## config.mk

```make
export PLATFORM = sky130hd
export DESIGN_NAME = multi_client_alarm_scheduler
export DESIGN_NICKNAME = d
export VERILOG_FILES = /design/src/hdl/mcas_pkg.sv /design/src/hdl/mcas_cell.sv /design/src/hdl/mcas_pick.sv /design/src/hdl/multi_client_alarm_scheduler.sv
export SDC_FILE = /design/constraint.sdc
export NUM_CORES = 2
export LEC_CHECK = 0
export BUFFER_PORTS_ARGS = -buffer_cell sky130_fd_sc_hd__buf_4
export CELL_PAD_IN_SITES_DETAIL_PLACEMENT = 1
export CELL_PAD_IN_SITES_GLOBAL_PLACEMENT = 1
export CORE_MARGIN = 3
export CORE_UTILIZATION = 49
export CTS_BUF_LIST = sky130_fd_sc_hd__clkbuf_4 sky130_fd_sc_hd__clkbuf_8
export DETAILED_ROUTE_END_ITERATION = 7
export PLACE_DENSITY = 0.87
export SLEW_MARGIN = 20
export SYNTH_ARGS = -nofsm -noshare
export SYNTH_HDL_FRONTEND = slang
export SYNTH_SLANG_ARGS = --single-unit
```

## constraint.sdc

```tcl
create_clock -name clock -period 13.5 [get_ports clock]
set_input_delay 2.7 -clock clock [delete_from_list [all_inputs] [get_ports clock]]
set_output_delay 2.7 -clock clock [all_outputs]
set_load 0.005 [all_outputs]
```

## src/hdl/mcas_pkg.sv

```systemverilog
`timescale 1ns / 1ps
`default_nettype none
// ----------------------------------------------------------------------------
// mcas_pkg: shared types and constants for the alarm scheduler
// Field widths, function and register codes, FSM states and the word that
// moves between ring cells.
// ----------------------------------------------------------------------------
package mcas_pkg;

   localparam int CLIENTS_DEF = 32;
   localparam int MASK_W      = 32;
   localparam int TIME_W      = 64;
   localparam int MARGIN_W    = 16;
   localparam int ID_W        = 5;
   localparam int FUNC_W      = 2;
   localparam int CSR_DATA_W  = 64;
   localparam int CSR_ADDR_W  = 4;

   localparam logic [TIME_W-1:0] PROG_RESET    = 64'h0000_0000_ffff_ffff;
   localparam logic [TIME_W-1:0] MAX_DUR_RESET = 64'h0000_0000_ffff_ffff;

   typedef enum logic [FUNC_W-1:0] {
      FUNC_ARM_ABS = 2'd0,
      FUNC_ARM_REL = 2'd1,
      FUNC_RESCAN  = 2'd2,
      FUNC_NONE    = 2'd3
   } func_type;

   typedef enum logic {
      REG_ERROR_MARGIN = 1'b0,
      REG_MAX_DURATION = 1'b1
   } reg_index_type;

   typedef enum logic [1:0] {
      ST_IDLE,
      ST_ARM,
      ST_SCAN,
      ST_DONE
   } state_type;

   // word held by one ring cell
   typedef struct packed {
      logic              valid;
      logic [TIME_W-1:0] match;
   } cell_word_type;

   // arm write into one cell: set marks valid and stores match, else clears valid
   typedef struct packed {
      logic              load;
      logic              set;
      logic [TIME_W-1:0] match;
   } cell_write_type;

endpackage
`default_nettype wire

```

## src/hdl/mcas_cell.sv

```systemverilog
`timescale 1ns / 1ps
`default_nettype none
// ----------------------------------------------------------------------------
// mcas_cell: one client slot of the ring
// Holds valid bit and match tick; rotates to its neighbor during a rescan.
// ----------------------------------------------------------------------------
module mcas_cell
   import mcas_pkg::*;
(
   input  wire logic           clock,
   input  wire logic           reset,
   input  wire logic           shift,
   input  wire cell_word_type  shift_in,
   input  wire cell_write_type wr,
   output cell_word_type       word
);

   logic              valid_ff, valid_in;
   logic [TIME_W-1:0] match_ff, match_in;

   always_comb begin
      valid_in = valid_ff;
      match_in = match_ff;
      if (shift) begin
         valid_in = shift_in.valid;
         match_in = shift_in.match;
      end else if (wr.load) begin
         valid_in = wr.set;
         if (wr.set) begin
            match_in = wr.match;
         end
      end
   end

   always_ff @(posedge clock) begin
      if (reset) begin
         valid_ff <= 1'b0;
      end else begin
         valid_ff <= valid_in;
      end
   end

   // match is only looked at while valid
   always_ff @(posedge clock) begin
      match_ff <= match_in;
   end

   assign word.valid = valid_ff;
   assign word.match = match_ff;

endmodule
`default_nettype wire

```

## src/hdl/mcas_pick.sv

```systemverilog
`timescale 1ns / 1ps
`default_nettype none
// ----------------------------------------------------------------------------
// mcas_pick: head-of-ring compare unit
// Due check against now + margin and nearest-match tracking by wrap distance.
// ----------------------------------------------------------------------------
module mcas_pick
   import mcas_pkg::*;
(
   input  wire logic                clock,
   input  wire logic                init,
   input  wire logic                step,
   input  wire logic [TIME_W-1:0]   now,
   input  wire logic [MARGIN_W-1:0] margin,
   input  wire logic [TIME_W-1:0]   max_duration,
   input  wire cell_word_type       head,
   output logic      [TIME_W-1:0]   thr,
   output logic                     expire,
   output logic      [TIME_W-1:0]   best
);

   logic [TIME_W-1:0] now_ff, now_in;
   logic [TIME_W-1:0] thr_ff, thr_in;
   logic [TIME_W-1:0] best_ff, best_in;
   logic [TIME_W-1:0] dist_ff, dist_in;
   logic [TIME_W-1:0] head_dist;
   logic              head_due;

   assign head_dist = head.match - now_ff;
   assign head_due  = thr_ff >= head.match;
   assign expire    = step & head.valid & head_due;

   always_comb begin
      now_in  = now_ff;
      thr_in  = thr_ff;
      best_in = best_ff;
      dist_in = dist_ff;
      if (init) begin
         now_in  = now;
         thr_in  = now + TIME_W'(margin);
         best_in = max_duration;
         dist_in = max_duration - now;
      end else if (step && head.valid && !head_due && (dist_ff > head_dist)) begin
         best_in = head.match;
         dist_in = head_dist;
      end
   end

   always_ff @(posedge clock) begin
      now_ff  <= now_in;
      thr_ff  <= thr_in;
      best_ff <= best_in;
      dist_ff <= dist_in;
   end

   assign thr  = thr_ff;
   assign best = best_ff;

endmodule
`default_nettype wire

```

## src/hdl/multi_client_alarm_scheduler.sv

```systemverilog
`timescale 1ns / 1ps
`default_nettype none
// ----------------------------------------------------------------------------
// multi_client_alarm_scheduler: per-client alarm store with nearest-match pick
// Arms client alarms, expires due ones and programs the nearest match tick.
// ----------------------------------------------------------------------------
// Usage: issue a word with start while busy is low. Every word yields exactly
// one result, shown on the rsp_ ports for one cycle with rsp_valid; the
// receiver must take it then, there is no back-pressure. An arm (func 0/1)
// passes through the ARM state, a rescan (func 2) through SCAN and DONE,
// and the unused code (func 3) is answered from idle. busy is low again in the
// cycle the result is shown, so the next word can start there. The rescan
// length comes from the ring: client slots sit in a row of cells that rotates
// one slot per cycle past a single compare unit at the head, so a rescan
// rotates every slot past the head once, then programs the picked match and
// shows the result on the ports. Configuration (error margin at 0x0, max
// duration at 0x8, both 64-bit APB words) may only be written while idle.
// ----------------------------------------------------------------------------
module multi_client_alarm_scheduler
   import mcas_pkg::*;
#(
   parameter int CLIENTS = CLIENTS_DEF
)
(
   input  wire logic                  clock,
   input  wire logic                  reset,
   // command channel
   input  wire logic                  start,
   output logic                       busy,
   input  wire logic [FUNC_W-1:0]     req_func,
   input  wire logic [ID_W-1:0]       req_client_id,
   input  wire logic [TIME_W-1:0]     req_value,
   input  wire logic [TIME_W-1:0]     req_now,
   // result channel
   output logic                       rsp_valid,
   output logic                       rsp_wake_needed,
   output logic                       rsp_historic,
   output logic [MASK_W-1:0]          rsp_expired_mask,
   output logic [TIME_W-1:0]          rsp_hw_match,
   output logic                       rsp_hw_updated,
   output logic                       rsp_write_order,
   // APB configuration port
   input  wire logic                  psel,
   input  wire logic                  penable,
   input  wire logic                  pwrite,
   input  wire logic [CSR_ADDR_W-1:0] paddr,
   input  wire logic [CSR_DATA_W-1:0] pwdata,
   output logic      [CSR_DATA_W-1:0] prdata,
   output logic                       pready
);

   localparam int CIW = (CLIENTS > 1) ? $clog2(CLIENTS) : 1;

   // ---------------------------------------------------------------- CSRs
   logic [MARGIN_W-1:0] margin_ff, margin_in;
   logic [TIME_W-1:0]   max_dur_ff, max_dur_in;
   logic                csr_write;

   assign pready    = 1'b1;
   // byte address bit 3 picks the register; lower bits are don't-care
   assign csr_write = psel & penable & pwrite;

   always_comb begin
      margin_in  = margin_ff;
      max_dur_in = max_dur_ff;
      if (csr_write) begin
         unique case (reg_index_type'(paddr[3]))
            REG_ERROR_MARGIN: margin_in  = pwdata[MARGIN_W-1:0];
            REG_MAX_DURATION: max_dur_in = pwdata;
            default:          margin_in  = margin_ff;
         endcase
      end
   end

   always_comb begin
      unique case (reg_index_type'(paddr[3]))
         REG_ERROR_MARGIN: prdata = CSR_DATA_W'(margin_ff);
         REG_MAX_DURATION: prdata = max_dur_ff;
         default:          prdata = '0;
      endcase
   end

   always_ff @(posedge clock) begin
      if (reset) begin
         margin_ff  <= '0;
         max_dur_ff <= MAX_DUR_RESET;
      end else begin
         margin_ff  <= margin_in;
         max_dur_ff <= max_dur_in;
      end
   end

   // ---------------------------------------------------------------- control
   state_type           state_ff, state_in;
   logic [CIW-1:0]      cnt_ff, cnt_in;
   logic [CLIENTS-1:0]  expired_ff, expired_in;
   logic [TIME_W-1:0]   prog_ff, prog_in;
   logic                rsp_valid_ff, rsp_valid_in;
   logic                wake_ff, wake_in;
   logic                hist_ff, hist_in;
   logic                upd_ff, upd_in;
   logic                order_ff, order_in;

   // latched arm request
   logic [TIME_W-1:0]   arm_match_ff, arm_match_in;
   logic [ID_W-1:0]     id_ff, id_in;
   logic                in_range_ff, in_range_in;

   logic                arm_latch;
   logic                arm_write;
   logic                due_arm;
   logic                pick_init;
   logic                pick_step;
   logic                shift;
   logic                expire;
   logic [TIME_W-1:0]   thr;
   logic [TIME_W-1:0]   best;

   cell_word_type       words [CLIENTS];
   cell_word_type       ret_word;
   logic [CLIENTS-1:0]  valid_vec;

   // ---------------------------------------------------------------- ring
   // cell 0 is the head; a rescan rotates every slot down by one per cycle
   // and feeds the head word back into the tail with its valid bit cleared
   // if it expired. After CLIENTS shifts every slot is home again.
   assign ret_word.valid = words[0].valid & ~expire;
   assign ret_word.match = words[0].match;

   for (genvar i = 0; i < CLIENTS; i++) begin : g_cell
      cell_word_type  nbr;
      cell_write_type wr;

      if (i == CLIENTS - 1) begin : g_tail
         assign nbr = ret_word;
      end else begin : g_body
         assign nbr = words[i+1];
      end

      assign wr.load  = arm_write & (id_ff == ID_W'(i));
      assign wr.set   = ~due_arm;
      assign wr.match = arm_match_ff;

      mcas_cell u_cell (
         .clock    (clock),
         .reset    (reset),
         .shift    (shift),
         .shift_in (nbr),
         .wr       (wr),
         .word     (words[i])
      );

      assign valid_vec[i] = words[i].valid;
   end

   mcas_pick u_pick (
      .clock        (clock),
      .init         (pick_init),
      .step         (pick_step),
      .now          (req_now),
      .margin       (margin_ff),
      .max_duration (max_dur_ff),
      .head         (words[0]),
      .thr          (thr),
      .expire       (expire),
      .best         (best)
   );

   // thr holds now + margin from the accept cycle
   assign due_arm = thr >= arm_match_ff;

   // ---------------------------------------------------------------- FSM
   always_comb begin
      state_in     = state_ff;
      cnt_in       = cnt_ff;
      expired_in   = expired_ff;
      prog_in      = prog_ff;
      rsp_valid_in = 1'b0;
      wake_in      = 1'b0;
      hist_in      = 1'b0;
      upd_in       = 1'b0;
      order_in     = 1'b0;
      arm_latch    = 1'b0;
      arm_write    = 1'b0;
      pick_init    = 1'b0;
      pick_step    = 1'b0;
      shift        = 1'b0;

      unique case (state_ff)
         ST_IDLE: begin
            if (start) begin
               expired_in = '0;
               cnt_in     = '0;
               unique case (func_type'(req_func)) inside
                  FUNC_ARM_ABS, FUNC_ARM_REL: begin
                     arm_latch = 1'b1;
                     pick_init = 1'b1;
                     state_in  = ST_ARM;
                  end
                  FUNC_RESCAN: begin
                     pick_init = 1'b1;
                     state_in  = ST_SCAN;
                  end
                  default: begin
                     // unused code: empty result straight away
                     rsp_valid_in = 1'b1;
                  end
               endcase
            end
         end
         ST_ARM: begin
            rsp_valid_in = 1'b1;
            state_in     = ST_IDLE;
            if (in_range_ff) begin
               arm_write = 1'b1;
               hist_in   = due_arm;
               // already due: wake only if a live alarm got dropped
               wake_in   = due_arm ? valid_vec[id_ff[CIW-1:0]] : 1'b1;
            end
         end
         ST_SCAN: begin
            pick_step = 1'b1;
            shift     = 1'b1;
            if (expire) begin
               expired_in[cnt_ff] = 1'b1;
            end
            cnt_in = cnt_ff + 1'b1;
            if (cnt_ff == CIW'(CLIENTS - 1)) begin
               state_in = ST_DONE;
            end
         end
         ST_DONE: begin
            rsp_valid_in = 1'b1;
            hist_in      = |expired_ff;
            state_in     = ST_IDLE;
            if (best != prog_ff) begin
               upd_in   = 1'b1;
               order_in = ~(best > prog_ff);
               prog_in  = best;
            end
         end
         default: begin
            state_in = ST_IDLE;
         end
      endcase
   end

   always_comb begin
      arm_match_in = arm_match_ff;
      id_in        = id_ff;
      in_range_in  = in_range_ff;
      if (arm_latch) begin
         arm_match_in = (func_type'(req_func) == FUNC_ARM_REL) ? (req_value + req_now)
                                                               : req_value;
         id_in        = req_client_id;
         in_range_in  = 32'(req_client_id) < 32'(CLIENTS);
      end
   end

   always_ff @(posedge clock) begin
      if (reset) begin
         state_ff     <= ST_IDLE;
         cnt_ff       <= '0;
         prog_ff      <= PROG_RESET;
         rsp_valid_ff <= 1'b0;
      end else begin
         state_ff     <= state_in;
         cnt_ff       <= cnt_in;
         prog_ff      <= prog_in;
         rsp_valid_ff <= rsp_valid_in;
      end
   end

   always_ff @(posedge clock) begin
      expired_ff   <= expired_in;
      wake_ff      <= wake_in;
      hist_ff      <= hist_in;
      upd_ff       <= upd_in;
      order_ff     <= order_in;
      arm_match_ff <= arm_match_in;
      id_ff        <= id_in;
      in_range_ff  <= in_range_in;
   end

   // ---------------------------------------------------------------- outputs
   assign busy             = (state_ff != ST_IDLE);
   assign rsp_valid        = rsp_valid_ff;
   assign rsp_wake_needed  = wake_ff;
   assign rsp_historic     = hist_ff;
   assign rsp_expired_mask = MASK_W'(expired_ff);
   assign rsp_hw_match     = prog_ff;
   assign rsp_hw_updated   = upd_ff;
   assign rsp_write_order  = order_ff;

endmodule
`default_nettype wire

```

* After elaboration in Yosys (flattened, before gate mapping)
Cells that the tools add are included. Widths: inputs -> output; s select.
Cells by class: add/sub/neg operators 5, multipliers 0, divide/modulo/power cells 0, magnitude comparators 7, equal/unequal tests 43, shift-type cells 0, mux-type cells 162, bitwise logic cells 42, reduce and logical (&&, ||, !) cells 85
Operators with widths (count):
- $mux 64 | 70
- $ge 64x64->1 | 2
- $gt 64x64->1 | 2
- $pmux 64 s2 | 1
- $sub 64x64->64 | 2
- $eq 5x5->1 const B | 17
- $mux 1 | 78
- $reduce_and 2->1 | 36
- $reduce_bool 2->1 | 35
- $add 64x16->64 | 1
- $add 64x64->64 | 1
- $mux 32 | 2
- $ne 64x64->1 | 1
- $pmux 32 s2 | 1
- $eq 5x4->1 const B | 8
- $and 1x1->1 | 37
- $or 32x32->32 | 1
- $reduce_or 32->1 | 1
- $eq 5x3->1 const B | 4
- $lt 5x6->1 const B | 2
- $eq 5x2->1 const B | 2
- $pmux 5 s2 | 1
- $eq 2x2->1 const B | 3
- $ne 2x2->1 const B | 3
- other kinds (21) | 33
Word-level totals: register bits after elaboration 2593, latch bits 0, RAM bits 0, bits in read-only memories 0, bits of input ports 209, output and inout port bits 167, word-level logic and storage cells 425, memories 0

* Longest topological paths before layout
depth in word-level cells 7, depth in mapped cells 24, gate-level depth less buffers 24

* Modules after synthesis
From an unflattened synthesis, not the netlist that was laid out.
Second synthesis, totals: cells, all modules 9084, area total of the unflattened synthesis 128011.5 µm²
By module, submodules not included:
- mcas_cell | instances 32, cells an instance 143, area an instance 2775.2 µm², sequential area each 1941.9 µm²
- mcas_pick | instances 1, cells an instance 2375, area an instance 21570.7 µm², sequential area each 7687.4 µm²
- multi_client_alarm_scheduler | instances 1, cells an instance 2133, area an instance 17635.7 µm², sequential area each 6155.9 µm²

* Least setup slack after synthesis
No wires, ideal clock.
path type reg2reg, start point reg g_cell[0].u_cell.match_ff[0], end point reg u_pick.best_ff[0] (netlist: u_pick.best[0]), enable pin, setup time 0.802 ns, data arrival time 13.382 ns, data required time 12.698 ns, setup slack -0.684 ns, stages on the path, launching flop included 24, buffers on the path 0, period minus slack after synthesis 14.184 ns, cells stage by stage edfxtp_1 -> inv_1 -> ha_1 -> inv_1 -> fa_1 -> a211oi_1 -> o21ai_0 -> a21oi_1 -> o31ai_1 -> a311oi_1 -> o21ai_1 -> a221oi_2 -> nor2_1 -> a31oi_1 -> xor2_1 -> ha_1 -> nand4_1 -> nor2_1 -> nand4_1 -> o221ai_1 -> a221oi_1 -> o221ai_1 -> a21oi_1 -> o31ai_1
On the way: longest elaborated chain between the ends 5, elaborated cells on any way between the ends 7, classes of those cells 1 x add/sub; 2 x order compare; 4 x reduce/logical
RTL lines:
- from (decl) | RTL line mcas_cell.sv:19 | logic [TIME_W-1:0] match_ff, match_in;
- from (signal assigned) | RTL line mcas_cell.sv:45 | match_ff <= match_in;
- parallel branches: the longest is 3 deep, another holds $sub 64x64->64
- $logic_and 1x1->1 * | RTL line mcas_pick.sv:43 | end else if (step && head.valid && !head_due && (dist_ff > head_dist)) begin
- $reduce_bool 2->1 (no line) *
- to (signal assigned) | RTL line mcas_pick.sv:52 | best_ff <= best_in;
- to (decl) | RTL line mcas_pick.sv:24 | logic [TIME_W-1:0] best_ff, best_in;
Mark *: on every way between the ends. A chain may end at the register's enable or synchronous reset.

* Worst setup path in the final report
start point reg g_cell[0].u_cell.match_ff[0], end point reg u_pick.dist_ff[41], enable pin
On the way: longest elaborated chain between the ends 5, elaborated cells on any way between the ends 7, classes of those cells 1 x add/sub; 2 x order compare; 4 x reduce/logical
RTL lines:
- parallel branches: the longest is 3 deep, another holds $sub 64x64->64
- $logic_and 1x1->1 * | RTL line mcas_pick.sv:43
- $reduce_bool 2->1 (no line) *
- to (signal assigned) | RTL line mcas_pick.sv:53 | dist_ff <= dist_in;
- to (decl) | RTL line mcas_pick.sv:25 | logic [TIME_W-1:0] dist_ff, dist_in;
Marked as above.

==> run summary <==
Status - finished with violations
Failing checks - capacitance limit, slew limit
Data arrival time of the critical path - 9.25 ns
Synth Warn # - 0
CTS Sinks - 2,593
Count of cell types in the netlist - 96
CTS root buffer - clkbuf_8
Tcrit/Tclk final - 0.634
Area grow syn2layout - 12.1%
Compound-cell area share of the yosys netlist - 0.197
TritonCTS clock tree - done
WL per Instance - 35.1 microns
Initial antenna violation count - 37
P_leak - 0.0580 uW
Syn Inst Count - 9,240
Reg2reg setup slack - 4.94 ns
WHS Endpoint - rsp_hw_match[39]$_SDFFE_PP0P_
Via Count - 87,000
Detailed Routing Iterations Pass 1 - 6
Async set or reset register ratio after synthesis - 0
Layout cells sized above 1 - 0.135
Register Area - 76,000 sq um
Vias in the first global route - 86,800
Pin count of the biggest net entering global routing - 246
WHS Path Cells - 2
Post-route ant nets - 0
Fillcell total - 23,700
Die ar. - 249,000 sq um
Clock power frac - 0.392
TNS Setup - 0 ns
Via/cell ratio - 6.66
Max-Cap Viols - 1
Clk_lat worst skew - 1.19 ns
Crit path kind - flop to flop
Clock buffer depth - 4
# DRC - 0
Sw Pwr - 5560 uW
Tmin final - 8.56 ns
Main combinational cell family by area after synthesis - compound AO/OA/AOI/OAI gates
GR Util All Layers - 0.324
Num ports - 376
RSZ-0062 raised after global routing - no
Clock transition at the registers of the reported paths - 0.08 ns
Synth Area in Adders - 0.0496
Mux share of post-synthesis cell area - 0.00561
Dpl ws - 4.94 ns
Final number of max-transition violations - 2
Synth top area share - 0.606
Worst vdd ir - 0.000140 V
Die Y-Extent - 499 microns
Number of core rows - 180
Most common cell after layout, fill and taps aside - edfxtp_1
Worst R2R Start - g_cell[0].u_cell.match_ff[0]$_DFFE_PP_
Fin Clk Skew - 0.139 ns
Post-Synth Simple-Gate Area - 0.0586
Tightest Pin Transition - 1.77 ns
Mapped Area - 119,000 sq um
DRT iter0 DRCs - 13,700
Core Region - 241,000 sq um
Area contributors post-synth - edfxtp_1, a21o_1, ha_1
Post-Synth XOR/XNOR Area - 0.0178
Avg Cell Area, Syn - 12.9 sq um
Cell count after placement - 12,300
Worst endpoint required time - 14.19 ns
FF-to-FF path depth - 26
Die Width - 499 microns
Worst min-delay path category - flop to flop
Worst setup SP type - flop
IO Port Bufs - 371
Post-synthesis sequential area ratio - 0.638
Final HPWL DP - 250,000 microns
Dominant cell type by area after synthesis - edfxtp_1
Post-CTS Resized - 0
Final net count - 10,200
Power Density - 144 nW/um^2
Int Pwr - 13,600 uW
Routability Congestion - 0.924
Final setup fails - 0
EDFF count, synth - 2,405
First-pass GRT wire length - 600,000 microns
Syn_nets - 9,919
F_max - 117 MHz
WL final - 459,000 microns
Combinational Power Share - 0.120
Worst R2R End - u_pick.dist_ff[41]$_DFFE_PP_
Critical hold path startpoint - rsp_hw_match[39]$_SDFFE_PP0P_
Post-CTS Hold Buffers - 0
Hold Violations, Final - 0
Sequential group share of total power - 0.488
Synth Register Bits - 2,593
CTS HTree Levels - 5
Final worst setup slack - 4.94 ns
Sw Ratio - 0.290
Most frequent cells in the layout - edfxtp_1, a21o_1, nand2_1
Multi-input logic area - 39,700 sq um
Predominant post-synthesis flop cell - edfxtp_1
CTS Buf Count - 411
Crit path from - g_cell[0].u_cell.match_ff[0]$_DFFE_PP_
Post-route insts no fill - 13,100
Setup Buffers After CTS - 0
Critical path peak fanout - 74
Initial Util - 0.494
GR Overflow Total - 0
Worst Setup End Kind - flop
Worst slew margin - -0.179
per-stage QoR:
step | hold WS, ns | instance area (sq um) | total power [uW] | util
5_1_grt | 0.493 | 133000 | 19600 | 0.553
6_report | 0.479 | 134000 | 19200 | 0.553
2_1_floorplan | 0.451 | 119000 | 10800 | -
3_5_place_dp | 0.469 | 125000 | 11600 | 0.519
4_1_cts | 0.459 | 133000 | 18700 | 0.553
3_3_place_gp | 0.461 | 125000 | 11400 | 0.519
kinds of logic (layout without fill, tap and decap cells):
| kind of cell | after synthesis | count (layout) |
|---|---|---|
| AO/OA/AOI/OAI | 3361 | 3361 |
| buffers and inverters | 1051 | 1663 |
| other | 1 | 31 |
| AND/OR/NAND/NOR | 1470 | 1470 |
| multiplexers | 52 | 52 |
| adder cells (fa/ha/maj) | 470 | 470 |
| flip-flops | 2593 | 2593 |
| XOR/XNOR | 242 | 242 |
synth_stat cells (28+ instances only):
cell type,count
nand3b_1,32
edfxtp_1,2405
and2_1,63
nand2b_1,46
a221oi_1,44
nand4_1,116
clkbuf_1,608
nor2b_1,61
nand2_1,585
o21bai_1,28
nor3_1,42
dfxtp_1,188
nand3_1,68
xor2_1,85
nor2_1,328
ha_1,466
a21o_1,2231
a211o_1,43
o21ai_0,318
inv_1,418
a21oi_1,477
and3_1,30
xnor2_1,157
cell type report:
cell class / count / share of cell area
Inverter: 420 / 0.0119
Clock inverter: 191 / 0.0104
Multi-Input combinational cell: 5596 / 0.298
Antenna cell: 30 / 0.000562
Clock buffer: 545 / 0.0509
Sequential cell: 2593 / 0.569
Tap cell: 3185 / 0.0298
Timing Repair Buffer: 507 / 0.0298
worst max path at each step:
| stage | to | slack (ns) | depth (start not counted) |
|---|---|---|---|
| after floorplan | u_pick.best[0]$_DFFE_PP_ | 3.33 | 23 |
| after global placement | u_pick.dist_ff[57]$_DFFE_PP_ | 4.95 | 26 |
| after detailed placement | u_pick.dist_ff[57]$_DFFE_PP_ | 4.94 | 26 |
| after CTS | u_pick.best[52]$_DFFE_PP_ | 4.82 | 26 |
| after global routing | u_pick.dist_ff[41]$_DFFE_PP_ | 4.61 | 26 |
| final | u_pick.dist_ff[41]$_DFFE_PP_ | 4.94 | 26 |
state kept, by name, summed over array words and instances, names as in the netlist:
signal,cells
g_cell.u_cell.match_ff,2048
rsp_wake_needed,1
max_dur_ff,64
rsp_valid,1
state_ff,2
rsp_expired_mask,32
rsp_write_order,1
u_pick.dist_ff,64
rsp_hw_match,64
u_pick.now_ff,64
rsp_hw_updated,1
g_cell.u_cell.valid_ff,32
margin_ff,16
u_pick.thr,64
rsp_historic,1
id_ff,5
cnt_ff,5
arm_match_ff,64
u_pick.best,64
layer usage:
layer / GRT usage / wire length, microns / vias up
met5: 0 / 279 / -
met4: 0.130 / 27900 / 28
met3: 0.0583 / 52300 / 1637
met2: 0.537 / 213000 / 7082
met1: 0.421 / 166000 / 43300
li1: - / - / 35000
critical path, cell delays in order (launching register included):
cell and delay (ns):
edfxtp_1 0.56, inv_1 0.22, ha_1 0.24, inv_1 0.07, fa_1 0.43, a211oi_1 0.31
o21ai_0 0.23, a21o_1 0.32, a2bb2oi_2 0.24, a21oi_1 0.21, o311ai_2 0.58, nand2_1 0.29
a211oi_2 0.38, o21ai_1 0.15, xnor2_1 0.18, ha_1 0.31, nand4_1 0.11, nor2_1 0.16
nand2_1 0.17, nor3_1 0.50, and2_1 0.24, a21oi_1 0.07, o21ai_0 0.11, a21oi_1 0.10
o31ai_4 0.26, buf_4 0.65, buf_4 0.86
power groups by stage:
stage | clock network, uW | registers (uW) | logic, uW
floorplan | 0 | 9450 | 1330
global placement | 0 | 9470 | 1930
detailed placement | 0 | 9500 | 2070
CTS | 7170 | 9350 | 2170
global route | 7790 | 9380 | 2410
finish | 7530 | 9370 | 2300
No activity file was read; power rests on OpenSTA's default activity.
